<file path="config.mk">
export PLATFORM = sky130hd
export DESIGN_NAME = block_buffer_cache_tags_core
export DESIGN_NICKNAME = d
export VERILOG_FILES = /design/src/hw/rtl/bbc_pkg.sv /design/src/hw/rtl/block_buffer_cache_tags_core.sv
export SDC_FILE = /design/constraint.sdc
export NUM_CORES = 1
export LEC_CHECK = 0
export ABC_AREA = 1
export BUFFER_PORTS_ARGS = -buffer_cell sky130_fd_sc_hd__buf_2
export CORE_UTILIZATION = 46
export CTS_CLUSTER_DIAMETER = 120
export DETAILED_ROUTE_END_ITERATION = 12
export HOLD_SLACK_MARGIN = 0.03
export PLACE_DENSITY_LB_ADDON = 0.05
export SLEW_MARGIN = 20
export SYNTH_ARGS = -nofsm -noshare
export SYNTH_HDL_FRONTEND = slang
export SYNTH_SLANG_ARGS = --single-unit
export TNS_END_PERCENT = 100
</file>
<file path="constraint.sdc">
create_clock -name clk -period 14.6 [get_ports clk]
set_input_delay 2.19 -clock clk [delete_from_list [all_inputs] [get_ports clk]]
set_output_delay 2.19 -clock clk [all_outputs]
set_load 0.01 [all_outputs]
</file>
<file path="src/hw/rtl/bbc_pkg.sv">
// Shared constants, codes and types for the block buffer cache tag engine.
`default_nettype none

package bbc_pkg;

  localparam int NUM_BUFFERS = 16;
  localparam int IDX_W       = (NUM_BUFFERS > 1) ? $clog2(NUM_BUFFERS) : 1;
  localparam int FREE_W      = $clog2(NUM_BUFFERS + 1);

  localparam int OP_W      = 2;
  localparam int DEV_W     = 8;
  localparam int SECTOR_W  = 32;
  localparam int SLOT_W    = 4;
  localparam int STATUS_W  = 3;
  localparam int BUF_W     = 4;
  localparam int REQ_W     = 2;
  localparam int FREEO_W   = 5;
  localparam int CNT_W     = 32;

  localparam int IN_DATA_W  = 48;
  localparam int OUT_DATA_W = 80;

  typedef enum logic [OP_W-1:0] {
    OP_READ    = 2'd0,
    OP_WRITE   = 2'd1,
    OP_RELEASE = 2'd2,
    OP_DONE    = 2'd3
  } bbc_op_t;

  localparam logic [STATUS_W-1:0] STS_HIT     = 3'd0;
  localparam logic [STATUS_W-1:0] STS_MISS    = 3'd1;
  localparam logic [STATUS_W-1:0] STS_BUSY    = 3'd2;
  localparam logic [STATUS_W-1:0] STS_NOBUF   = 3'd3;
  localparam logic [STATUS_W-1:0] STS_DONE    = 3'd4;
  localparam logic [STATUS_W-1:0] STS_NOTHELD = 3'd5;

  localparam logic [REQ_W-1:0] REQ_NONE  = 2'd0;
  localparam logic [REQ_W-1:0] REQ_READ  = 2'd1;
  localparam logic [REQ_W-1:0] REQ_WRITE = 2'd2;

  typedef enum logic [2:0] {
    S_IDLE,
    S_DECODE,
    S_HIT_SCAN,
    S_VIC_SCAN,
    S_REL_SCAN,
    S_EMIT
  } bbc_state_t;

endpackage

`default_nettype wire

</file>
<file path="src/hw/rtl/block_buffer_cache_tags_core.sv">
// Tag and recency engine of a fully associative disk-block buffer cache.
//
// Usage: one request word enters on the in_ stream (read block, write held
// buffer, release buffer, disk transfer done) and exactly one result word
// leaves on the out_ stream, carrying status, buffer index, disk request and
// the free, access and hit counters after the request.
// A single tag comparator walks the recency list one entry per cycle under a
// small sequencer; the block takes one request at a time and in_tready is
// low while it works.
// Sequence after acceptance: a write, disk done or misuse is decoded and its
// result goes to the output; a release first searches the recency list for
// its buffer; a read does a tag scan from most recent, then a victim scan
// from least recent on a miss.
// Reset clears all marks and counters, sets free_buffers to NUM_BUFFERS and
// orders the recency list from buffer NUM_BUFFERS-1 down to 0.
// If the receiver stalls, the finished result holds in the output register;
// a next request may be taken, but its result waits until that one is delivered.
`default_nettype none

module block_buffer_cache_tags_core (
  input  wire logic                            clk,
  input  wire logic                            rst_n,
  input  wire logic                            in_tvalid,
  output logic                                 in_tready,
  // op[1:0], dev[9:2], sector[41:10], slot[45:42], zero fill
  input  wire logic [bbc_pkg::IN_DATA_W-1:0]   in_tdata,
  output logic                                 out_tvalid,
  input  wire logic                            out_tready,
  // status[2:0], buffer[6:3], disk_request[8:7], free_buffers[13:9],
  // access_count[45:14], hit_count[77:46], zero fill
  output logic [bbc_pkg::OUT_DATA_W-1:0]       out_tdata
);
  import bbc_pkg::*;

  bbc_state_t state_r, state_nxt;

  // captured request
  bbc_op_t             op_r;
  logic [DEV_W-1:0]    dev_r;
  logic [SECTOR_W-1:0] sector_r;
  logic [SLOT_W-1:0]   slot_r;

  // per-buffer storage
  logic [DEV_W-1:0]    dev_mem_r [NUM_BUFFERS];
  logic [DEV_W-1:0]    dev_mem_nxt [NUM_BUFFERS];
  logic [SECTOR_W-1:0] sec_mem_r [NUM_BUFFERS];
  logic [SECTOR_W-1:0] sec_mem_nxt [NUM_BUFFERS];
  logic [IDX_W-1:0]    rec_r [NUM_BUFFERS];
  logic [IDX_W-1:0]    rec_nxt [NUM_BUFFERS];
  logic [NUM_BUFFERS-1:0] in_use_r, in_use_nxt;
  logic [NUM_BUFFERS-1:0] held_r, held_nxt;
  logic [NUM_BUFFERS-1:0] valid_r, valid_nxt;
  logic [NUM_BUFFERS-1:0] dirty_r, dirty_nxt;

  logic [FREE_W-1:0]   free_r, free_nxt;
  logic [CNT_W-1:0]    access_r, access_nxt;
  logic [CNT_W-1:0]    miss_r, miss_nxt;

  logic [IDX_W-1:0]    cnt_r, cnt_nxt;
  logic [STATUS_W-1:0] res_status_r, res_status_nxt;
  logic [IDX_W-1:0]    res_buf_r, res_buf_nxt;
  logic [REQ_W-1:0]    res_req_r, res_req_nxt;

  logic                out_valid_r, out_valid_nxt;
  logic [OUT_DATA_W-1:0] out_data_r, out_data_nxt;

  logic [IDX_W-1:0]    cur_b;
  logic [IDX_W-1:0]    slot_idx;
  logic                slot_ok;
  logic                tag_hit;
  logic                cnt_last;
  logic                cnt_first;
  logic                in_fire;
  logic                emit_go;
  logic [CNT_W-1:0]    hit_cnt;

  assign in_tready  = (state_r == S_IDLE);
  assign in_fire    = in_tvalid && in_tready;
  assign out_tvalid = out_valid_r;
  assign out_tdata  = out_data_r;

  assign cur_b     = rec_r[cnt_r];
  assign slot_idx  = IDX_W'(slot_r);
  assign slot_ok   = (int'(slot_r) < NUM_BUFFERS) && held_r[slot_idx];
  // the shared tag comparator
  assign tag_hit   = in_use_r[cur_b] && (dev_mem_r[cur_b] == dev_r)
                     && (sec_mem_r[cur_b] == sector_r);
  assign cnt_last  = (cnt_r == IDX_W'(NUM_BUFFERS - 1));
  assign cnt_first = (cnt_r == '0);
  assign emit_go   = !out_valid_r || out_tready;
  assign hit_cnt   = access_r - miss_r;

  // next state
  always_comb begin
    state_nxt = state_r;
    unique case (state_r)
      S_IDLE: begin
        if (in_fire) state_nxt = S_DECODE;
      end
      S_DECODE: begin
        if (op_r == OP_READ) state_nxt = S_HIT_SCAN;
        else if (op_r == OP_RELEASE && slot_ok) state_nxt = S_REL_SCAN;
        else state_nxt = S_EMIT;
      end
      S_HIT_SCAN: begin
        if (tag_hit) state_nxt = S_EMIT;
        else if (cnt_last) state_nxt = S_VIC_SCAN;
      end
      S_VIC_SCAN: begin
        if ((!held_r[cur_b] && !dirty_r[cur_b]) || cnt_first) state_nxt = S_EMIT;
      end
      S_REL_SCAN: begin
        if (cur_b == slot_idx) state_nxt = S_EMIT;
      end
      S_EMIT: begin
        if (emit_go) state_nxt = S_IDLE;
      end
      default: state_nxt = S_IDLE;
    endcase
  end

  // datapath and result
  always_comb begin
    dev_mem_nxt    = dev_mem_r;
    sec_mem_nxt    = sec_mem_r;
    rec_nxt        = rec_r;
    in_use_nxt     = in_use_r;
    held_nxt       = held_r;
    valid_nxt      = valid_r;
    dirty_nxt      = dirty_r;
    free_nxt       = free_r;
    access_nxt     = access_r;
    miss_nxt       = miss_r;
    cnt_nxt        = cnt_r;
    res_status_nxt = res_status_r;
    res_buf_nxt    = res_buf_r;
    res_req_nxt    = res_req_r;
    out_valid_nxt  = out_valid_r;
    out_data_nxt   = out_data_r;

    if (out_valid_r && out_tready) out_valid_nxt = 1'b0;

    unique case (state_r)
      S_IDLE: begin
        cnt_nxt = '0;
      end
      S_DECODE: begin
        cnt_nxt        = '0;
        res_status_nxt = STS_DONE;
        res_buf_nxt    = slot_idx;
        res_req_nxt    = REQ_NONE;
        if (op_r != OP_READ) begin
          if (!slot_ok) begin
            res_status_nxt = STS_NOTHELD;
          end else begin
            case (op_r)
              OP_WRITE: begin
                dirty_nxt[slot_idx] = 1'b1;
                res_req_nxt         = REQ_WRITE;
              end
              OP_DONE: begin
                valid_nxt[slot_idx] = 1'b1;
                dirty_nxt[slot_idx] = 1'b0;
              end
              default: ;
            endcase
          end
        end
      end
      S_HIT_SCAN: begin
        if (tag_hit) begin
          res_buf_nxt = cur_b;
          res_req_nxt = REQ_NONE;
          if (held_r[cur_b]) begin
            res_status_nxt = STS_BUSY;
          end else begin
            held_nxt[cur_b] = 1'b1;
            free_nxt        = free_r - FREE_W'(1);
            access_nxt      = access_r + CNT_W'(1);
            if (valid_r[cur_b]) begin
              res_status_nxt = STS_HIT;
            end else begin
              miss_nxt       = miss_r + CNT_W'(1);
              res_status_nxt = STS_MISS;
              res_req_nxt    = REQ_READ;
            end
          end
        end else if (!cnt_last) begin
          cnt_nxt = cnt_r + IDX_W'(1);
        end
      end
      S_VIC_SCAN: begin
        if (!held_r[cur_b] && !dirty_r[cur_b]) begin
          // recycle the least recent free, clean buffer
          dev_mem_nxt[cur_b] = dev_r;
          sec_mem_nxt[cur_b] = sector_r;
          in_use_nxt[cur_b]  = 1'b1;
          held_nxt[cur_b]    = 1'b1;
          valid_nxt[cur_b]   = 1'b0;
          dirty_nxt[cur_b]   = 1'b0;
          free_nxt           = free_r - FREE_W'(1);
          access_nxt         = access_r + CNT_W'(1);
          miss_nxt           = miss_r + CNT_W'(1);
          res_status_nxt     = STS_MISS;
          res_buf_nxt        = cur_b;
          res_req_nxt        = REQ_READ;
        end else if (cnt_first) begin
          res_status_nxt = STS_NOBUF;
          res_buf_nxt    = '0;
          res_req_nxt    = REQ_NONE;
        end else begin
          cnt_nxt = cnt_r - IDX_W'(1);
        end
      end
      S_REL_SCAN: begin
        if (cur_b == slot_idx) begin
          // shift the entries ahead of it back one place, put it in front
          for (int i = 1; i < NUM_BUFFERS; i++) begin
            if (IDX_W'(i) <= cnt_r) rec_nxt[i] = rec_r[i-1];
          end
          rec_nxt[0]         = slot_idx;
          held_nxt[slot_idx] = 1'b0;
          free_nxt           = free_r + FREE_W'(1);
        end else begin
          cnt_nxt = cnt_r + IDX_W'(1);
        end
      end
      S_EMIT: begin
        if (emit_go) begin
          out_valid_nxt = 1'b1;
          out_data_nxt  = {2'b00, hit_cnt, access_r, FREEO_W'(free_r),
                           res_req_r, BUF_W'(res_buf_r), res_status_r};
        end
      end
      default: ;
    endcase
  end

  always_ff @(posedge clk) begin
    if (!rst_n) begin
      state_r     <= S_IDLE;
      in_use_r    <= '0;
      held_r      <= '0;
      valid_r     <= '0;
      dirty_r     <= '0;
      free_r      <= FREE_W'(NUM_BUFFERS);
      access_r    <= '0;
      miss_r      <= '0;
      cnt_r       <= '0;
      out_valid_r <= 1'b0;
      for (int i = 0; i < NUM_BUFFERS; i++) begin
        rec_r[i] <= IDX_W'(NUM_BUFFERS - 1 - i);
      end
    end else begin
      state_r     <= state_nxt;
      in_use_r    <= in_use_nxt;
      held_r      <= held_nxt;
      valid_r     <= valid_nxt;
      dirty_r     <= dirty_nxt;
      free_r      <= free_nxt;
      access_r    <= access_nxt;
      miss_r      <= miss_nxt;
      cnt_r       <= cnt_nxt;
      out_valid_r <= out_valid_nxt;
      rec_r       <= rec_nxt;
    end
  end

  // payload: no reset
  always_ff @(posedge clk) begin
    dev_mem_r    <= dev_mem_nxt;
    sec_mem_r    <= sec_mem_nxt;
    res_status_r <= res_status_nxt;
    res_buf_r    <= res_buf_nxt;
    res_req_r    <= res_req_nxt;
    out_data_r   <= out_data_nxt;
    if (in_fire) begin
      op_r     <= bbc_op_t'(in_tdata[1:0]);
      dev_r    <= in_tdata[9:2];
      sector_r <= in_tdata[41:10];
      slot_r   <= in_tdata[45:42];
    end
  end

endmodule

`default_nettype wire
</file>
==> results of run 1 <==
[routing by layer]
layer	wire length [um]	vias to the layer above
met1	57700	15800
met4	2970	0
met5	0	-
li1	-	16600
met2	57100	765
met3	5440	190
[sequential cells by signal (all words and copies together) (netlist names), named ones only]
signal,flops
dev_mem_r,128
dev_r,8
valid_r,16
access_r,32
res_req_r,2
out_tdata,78
free_r,5
miss_r,32
sec_mem_r,512
res_status_r,3
slot_idx,4
state_r,3
in_use_r,16
rec_r,64
op_r,2
cnt_r,4
out_tvalid,1
res_buf_r,4
sector_r,32
held_r,16
[logic make-up after synthesis]
| logic type | synth area share |
|---|---|
| simple gates | 0.222 |
| flops | 0.597 |
| buf+inv | 0.0733 |
| compound gates | 0.0778 |
| xor+xnor | 0.0188 |
| fa+ha+maj | 0.0118 |
| other cells | 0.0000819 |
[worst paths after layout]
check	cells after the start	slack, ns	from	end
max	23	6.52	cnt_r[1]	free_r[1]
min	0	0.42	res_status_r[2]	out_tdata[2]
max reg2reg	23	6.52	cnt_r[1]	free_r[1]
min reg2reg	0	0.42	res_status_r[2]	out_tdata[2]
[power groups by stage]
stage | clock (mW) | sequential, mW | combinational (mW)
2_1_floorplan | 0 | 3.43 | 3.92
3_3_place_gp | 0 | 3.46 | 5.42
3_5_place_dp | 0 | 3.47 | 5.43
4_1_cts | 2.79 | 3.41 | 5.46
5_1_grt | 2.89 | 3.43 | 6.10
6_report | 2.74 | 3.41 | 5.42
[layout make-up]
cell class / instances / area (um2)
multi-input cells: 3228 / 15300
inverters: 608 / 2280
clock inverters: 61 / 661
fillers: 9196 / 47300
repair buffers: 174 / 1010
flip-flops and latches: 978 / 27300
well taps: 1287 / 1610
clock buffers: 136 / 2880
[through the flow]
step           instance area, um2  power [mW]  hold WS, ns  cells  utilization
2_1_floorplan               45800        7.35        0.400   5031            -
3_3_place_gp                47500        8.88        0.408   6275        0.483
3_5_place_dp                47500        8.90        0.405   6275        0.483
4_1_cts                     51100        11.7        0.417   6472        0.519
5_1_grt                     51100        12.4        0.430   6472        0.519
6_report                    51100        11.6        0.416   6472        0.519
[synth_stat cells, types with 10 or more instances]
cell type	number	share of area
sky130_fd_sc_hd__nand2_1	1672	0.14
sky130_fd_sc_hd__edfxtp_1	773	0.51
sky130_fd_sc_hd__inv_1	594	0.049
sky130_fd_sc_hd__nor2_1	349	0.029
sky130_fd_sc_hd__o21ai_0	263	0.029
sky130_fd_sc_hd__dfxtp_1	205	0.090
sky130_fd_sc_hd__a21oi_1	186	0.020
sky130_fd_sc_hd__nand3_1	153	0.017
sky130_fd_sc_hd__nand3b_1	148	0.024
sky130_fd_sc_hd__buf_2	120	0.013
sky130_fd_sc_hd__xor2_1	80	0.015
sky130_fd_sc_hd__o21ai_1	77	0.0084
sky130_fd_sc_hd__clkbuf_1	68	0.0056
sky130_fd_sc_hd__nor3_1	59	0.0065
sky130_fd_sc_hd__ha_1	40	0.011
sky130_fd_sc_hd__o22ai_1	24	0.0033
sky130_fd_sc_hd__o21bai_1	21	0.0034
sky130_fd_sc_hd__nand4_1	20	0.0027
sky130_fd_sc_hd__o211ai_1	20	0.0033
sky130_fd_sc_hd__o32ai_1	18	0.0034
sky130_fd_sc_hd__xnor2_1	18	0.0034
sky130_fd_sc_hd__inv_2	13	0.0011
sky130_fd_sc_hd__nor4_1	12	0.0016
sky130_fd_sc_hd__buf_4	11	0.0018
sky130_fd_sc_hd__o311ai_0	10	0.0019
[critical path, cell delays in order, from the launching register on]
cell and delay, ns:
sky130_fd_sc_hd__dfxtp_1 0.87, sky130_fd_sc_hd__nor2_4 0.17, sky130_fd_sc_hd__nand2_1 0.10, sky130_fd_sc_hd__nor2_1 0.04
sky130_fd_sc_hd__nor2_1 0.36, sky130_fd_sc_hd__nand2_8 0.41, sky130_fd_sc_hd__nand2_8 0.72, sky130_fd_sc_hd__buf_12 0.70
sky130_fd_sc_hd__inv_2 0.25, sky130_fd_sc_hd__nor2_1 0.53, sky130_fd_sc_hd__nand2_1 0.10, sky130_fd_sc_hd__nand3_1 0.11
sky130_fd_sc_hd__nand2_1 0.05, sky130_fd_sc_hd__nand2_1 0.10, sky130_fd_sc_hd__inv_1 0.04, sky130_fd_sc_hd__nand2_1 0.17
sky130_fd_sc_hd__inv_1 0.06, sky130_fd_sc_hd__nor2_1 0.10, sky130_fd_sc_hd__nand3_1 0.33, sky130_fd_sc_hd__nand2_2 0.35
sky130_fd_sc_hd__buf_4 0.76, sky130_fd_sc_hd__nand2_1 0.87, sky130_fd_sc_hd__nand2_1 0.24, sky130_fd_sc_hd__a21oi_1 0.08
==> results.yml, run 1 <==
placement:
  dp_hpwl_um: 66700
  place_worst_setup_slack_ns: 6.46
  gp_routability_congestion: 0.890
  buffer_ports.inserted: 129
timing:
  hold_viol: 0
  worst_slew_margin_rel: 0.212
  timing.clock.skew_ns: 0.0375
  timing.final.max_slew_violations: 0
  timing_worst_slew_pin_value_ns: 1.17
  setup-tns-final_ns: 0
  max_freq_mhz: 124
  final.min_clock_period_ns: 8.08
  setup-violations-final: 0
  timing.final.ws_setup_ns: 6.52
  fin_crit_sh: 0.553
  rsz0062_at_grt: "no"
yosys:
  ys_seq_elements: 978
  synth.lib_cells_used.distinct: 49
  synth_area_um2: 45800
  ys_async_sr_fraction: 0
  ys.warnings.count: 0
  synth-edff-count: 773
  synth_flop_cell: "sky130_fd_sc_hd__edfxtp_1"
  synth_sequential_area_ratio: 0.597
  syn-instance-count: 5030
  syn_area_per_cell_um2: 9.10
global_routing:
  number_of_antenna_violations_at_the_first_check_in_global_routing: 0
  grtUsageMet1: 0.342
  first_global_vias: 30700
  globalRoute.busiestLayer: "met2"
  grt_max_degree: 242
  global_route_usage_over_all_layers: 0.242
  grt_first_pass_wirelength_um: 188000
  globalRouteMet3Util: 0.0310
  grtUsageMet2: 0.395
  gr-total-overflow: 0
power:
  power.static_leakage_nw: 20.8
  switching_share: 0.455
  intPower_mw: 6.30
  pwr_density_cell_nw_per_um2: 226
  power.share.sequential: 0.295
  clock_power_share: 0.237
  comb_power_share: 0.469
  net-switching-power_mw: 5.26
  power.ir.vdd_worst_uv: 407
routing:
  drt-vias-per-instance: 5.16
  total_routed_wirelength_um: 123000
  route.detailed.drc: 0
  routedWlPerCell_um: 19.0
  dr_iter_0_viols: 2577
  via_count: 33400
  route.antenna.remaining_nets: 0
  drt-pass1-iter-count: 6
floorplan:
  placementRows: 115
  fp.dieH_um: 317
  pin_count: 134
  die_area_um2: 101000
  floorplan.initialDensity: 0.465
  die_x_um: 317
  placeableCoreArea_um2: 98400
critical_path:
  setup.worst_path.end_class: "flop"
  worstPathMaxFanout: 241
  timing.setup.critical_path_class: "reg2reg"
  cp_data_required_time_ns: 15.11
  arrival_ns: 8.59
  worst_setup_path_start_kind: "flop"
clock_tree:
  clock_insertion_delay_worst_skew_ns: 0.70
  clock-sinks: 978
  ctsLongestPathBuffers: 3
  clk_root_buffer_cell: "sky130_fd_sc_hd__clkbuf_16"
  post-cts-setup-buffer-count: 0
  ctsHoldBuffers: 0
  tritoncts.num_buffers: 106
  htree_levels: 3
  clk_transition_reported_paths_ns: 0.06
  tritoncts: "yes"
  ctsResizeCount: 0
final_layout:
  design.final.nets: 5190
  area.growth.synth_to_final_pct: 11.6
  antenna-diode-count: 0
  most_common_cell_after_layout_fill_and_taps_aside: "sky130_fd_sc_hd__nand2_1"
  post_route_cells_drive_above_1_share: 0.0752
  most-common-layout-cells: "1668 x sky130_fd_sc_hd__nand2_1, 773 x sky130_fd_sc_hd__edfxtp_1, 593 x sky130_fd_sc_hd__inv_1, 332 x sky130_fd_sc_hd__nor2_1, 263 x sky130_fd_sc_hd__o21ai_0"
run_status:
  run_status: "finished, final reports clean"
job:
  maxCapViolations: 0
hold_path:
  min-delay-path-class: "reg2reg"
(Power assumes the default switching activity.)
==> run 2, diff against run 1 <==
- ABC_AREA: 1 -> 0
- clock period: 14.6 -> 7.2 ns (I/O delays scaled with it)
==> results.yml, run 2 <==
run_status:
  run_status: "complete, but fails checks"
  violations: "design-rule violations"
hold_path:
  min-delay-path-class: "reg2reg"
  hold_start: "res_buf_r[0]"
  hold_depth: 0
  worstHoldEndpoint: "out_tdata[3]"
critical_path:
  worstPathMaxFanout: 27
  cp_data_required_time_ns: 7.77
  setup.worst_path.end_class: "flop"
  worst_r2r_dst: "miss_r[14]"
  timing.rr.start: "cnt_r[0]"
  r2r_cells: 17
  arrival_ns: 6.67
  timing.setup.critical_path_class: "reg2reg"
  worst_setup_path_start_kind: "flop"
  rrSetupSlack_ns: 1.10
yosys:
  synth_flop_cell: "sky130_fd_sc_hd__edfxtp_1"
  synth.lib_cells_used.distinct: 88
  ys_async_sr_fraction: 0
  synth_sequential_area_ratio: 0.660
  syn_area_per_cell_um2: 13.0
  synth_area_um2: 41400
  synthTopCellsByArea: "sky130_fd_sc_hd__edfxtp_1 56%, sky130_fd_sc_hd__dfxtp_1 9.9%, sky130_fd_sc_hd__mux2i_1 5.9%"
  cell_with_the_most_instances_after_synthesis: "sky130_fd_sc_hd__edfxtp_1"
  syn-instance-count: 3180
  ys_seq_elements: 978
  netlist.top_cell.by_area: "sky130_fd_sc_hd__edfxtp_1"
  synth-edff-count: 773
  ys.warnings.count: 0
  synthTopCellsByCount: "773 x sky130_fd_sc_hd__edfxtp_1, 450 x sky130_fd_sc_hd__nand2_1, 243 x sky130_fd_sc_hd__mux2i_1, 205 x sky130_fd_sc_hd__dfxtp_1, 148 x sky130_fd_sc_hd__nor2_1"
  synth_top_area_frac: 0.560
global_routing:
  gr-total-overflow: 0
  global_route_usage_over_all_layers: 0.241
  grt_max_degree: 70
  number_of_antenna_violations_at_the_first_check_in_global_routing: 0
  grt_first_pass_wirelength_um: 165000
  first_global_vias: 26200
routing:
  via_count: 26700
  drt-vias-per-instance: 5.82
  routedWlPerCell_um: 23.9
  route.detailed.drc: 14
  total_routed_wirelength_um: 110000
  drt-pass1-iter-count: 11
  dr_iter_0_viols: 2161
  route.antenna.remaining_nets: 0
clock_tree:
  ctsHoldBuffers: 0
  tritoncts.num_buffers: 104
  clk_root_buffer_cell: "sky130_fd_sc_hd__clkbuf_16"
  ctsResizeCount: 0
  ctsLongestPathBuffers: 3
  clock_insertion_delay_worst_skew_ns: 0.69
  clock-sinks: 978
  tritoncts: "yes"
  clk_transition_reported_paths_ns: 0.06
  post-cts-setup-buffer-count: 0
  htree_levels: 3
power:
  comb_power_share: 0.144
  clock_power_share: 0.367
  net-switching-power_mw: 3.85
  power.ir.vdd_worst_uv: 224
  intPower_mw: 10.1
  pwr_density_cell_nw_per_um2: 295
  power.share.sequential: 0.488
  power.static_leakage_nw: 17.0
  switching_share: 0.276
timing:
  worst_hold_margin_ns: 0.418
  max_freq_mhz: 164
  timing.clock.skew_ns: 0.0345
  setup-violations-final: 0
  fin_crit_sh: 0.847
  setup-tns-final_ns: 0
  timing.final.max_slew_violations: 0
  hold_viol: 0
  timing.final.ws_setup_ns: 1.10
  rsz0062_at_grt: "no"
  final.min_clock_period_ns: 6.10
  worst_slew_margin_rel: 0.277
  timing_worst_slew_pin_value_ns: 1.08
final_layout:
  area.growth.synth_to_final_pct: 14.1
  largest_register: "sec_mem_r"
  final_util: 0.532
  largest_register_ff_count: 512
  most-common-layout-cells: "773 x sky130_fd_sc_hd__edfxtp_1, 447 x sky130_fd_sc_hd__nand2_1, 243 x sky130_fd_sc_hd__mux2i_1, 205 x sky130_fd_sc_hd__dfxtp_1, 129 x sky130_fd_sc_hd__nor2_1"
  antenna-diode-count: 0
  most_common_cell_after_layout_fill_and_taps_aside: "sky130_fd_sc_hd__edfxtp_1"
  finish.cell_count_without_fillers: 4591
  design.final.nets: 3433
  post_route_cells_drive_above_1_share: 0.141
placement:
  dp_hpwl_um: 63000
  buffer_ports.inserted: 129
  place_inst: 4398
  gp_routability_congestion: 0.837
  place_worst_setup_slack_ns: 1.08
floorplan:
  die_x_um: 302
  floorplan.initialDensity: 0.467
  placeableCoreArea_um2: 88800
  fp.dieH_um: 302
  pin_count: 134
  placementRows: 109
  die_area_um2: 91200
job:
  maxCapViolations: 0
==> run 2: changes by cell type after synthesis, moves of 65 or more <==
cell	previous run	this run
sky130_fd_sc_hd__and3_1	2	94
sky130_fd_sc_hd__nand2_1	1672	450
sky130_fd_sc_hd__nor2_1	349	148
sky130_fd_sc_hd__nand3_1	153	78
sky130_fd_sc_hd__inv_1	594	58
sky130_fd_sc_hd__a211oi_1	4	69
sky130_fd_sc_hd__o21ai_1	77	5
sky130_fd_sc_hd__mux2i_1	0	243
sky130_fd_sc_hd__nand3b_1	148	4
sky130_fd_sc_hd__o21ai_0	263	99
sky130_fd_sc_hd__buf_2	120	55
==> run 2: layer usage <==
layer,share of wire,track usage
met5,0,0
met4,0.020,0.0601
met2,0.49,0.404
met3,0.050,0.0353
met1,0.44,0.328
==> run 2: per-stage QoR <==
stage	area (um2)	power (mW)
floorplan	41400	8.14
global placement	44000	8.90
detailed placement	44000	8.94
CTS	47300	14.1
global route	47300	14.5
finish	47300	13.9
==> run 2: worst max path at each step <==
| stage | depth (start not counted) | to | from |
|---|---|---|---|
| 2_1_floorplan | 17 | dev_mem_r[112] | cnt_r[0] |
| 3_3_place_gp | 19 | miss_r[14] | cnt_r[0] |
| 3_5_place_dp | 19 | miss_r[14] | cnt_r[0] |
| 4_1_cts | 19 | miss_r[14] | cnt_r[0] |
| 5_1_grt | 19 | miss_r[14] | cnt_r[0] |
| 6_report | 17 | miss_r[14] | cnt_r[0] |
==> run 2: final cells by class <==
cell class	instances	area, um2
repair buffers	234	1840
well taps	1165	1460
inverters	60	226
clock inverters	69	564
multi-input cells	1961	13200
fillers	7550	41500
clock buffers	124	2700
flip-flops and latches	978	27300
==> run 2: kinds of logic after synthesis <==
logic type / after synthesis / share of synthesized area
flip-flops: 978 / 0.660
AND/OR/NAND/NOR: 957 / 0.108
AO/OA/AOI/OAI: 596 / 0.100
multiplexers: 269 / 0.0715
buffers and inverters: 242 / 0.0269
XOR/XNOR: 95 / 0.0201
adder cells (fa/ha/maj): 42 / 0.0131
other: 1 / 0.0000905
==> run 2: power groups by stage <==
| stage | registers [mW] | clock network, mW | logic, mW |
|---|---|---|---|
| global route | 6.84 | 5.45 | 2.17 |
| global placement | 6.90 | 0 | 2.00 |
| floorplan | 6.81 | 0 | 1.33 |
| finish | 6.80 | 5.12 | 2.01 |
| CTS | 6.80 | 5.25 | 2.02 |
| detailed placement | 6.92 | 0 | 2.02 |
==> run 2: worst max-delay path, cell delays in order (launching register included) <==
cell and delay [ns]:
sky130_fd_sc_hd__dfxtp_1 0.64, sky130_fd_sc_hd__buf_12 0.24, sky130_fd_sc_hd__mux4_2 0.57, sky130_fd_sc_hd__mux4_4 0.88, sky130_fd_sc_hd__buf_4 0.32, sky130_fd_sc_hd__nor2_4 0.44, sky130_fd_sc_hd__buf_12 0.27, sky130_fd_sc_hd__a32oi_1 0.08
sky130_fd_sc_hd__nand4_1 0.13, sky130_fd_sc_hd__xor2_1 0.31, sky130_fd_sc_hd__nand4_1 0.31, sky130_fd_sc_hd__nor4_4 0.33, sky130_fd_sc_hd__buf_4 0.23, sky130_fd_sc_hd__nand4_2 0.10, sky130_fd_sc_hd__buf_4 0.21, sky130_fd_sc_hd__a2111oi_2 0.54
sky130_fd_sc_hd__a21oi_1 0.13, sky130_fd_sc_hd__o21a_1 0.20
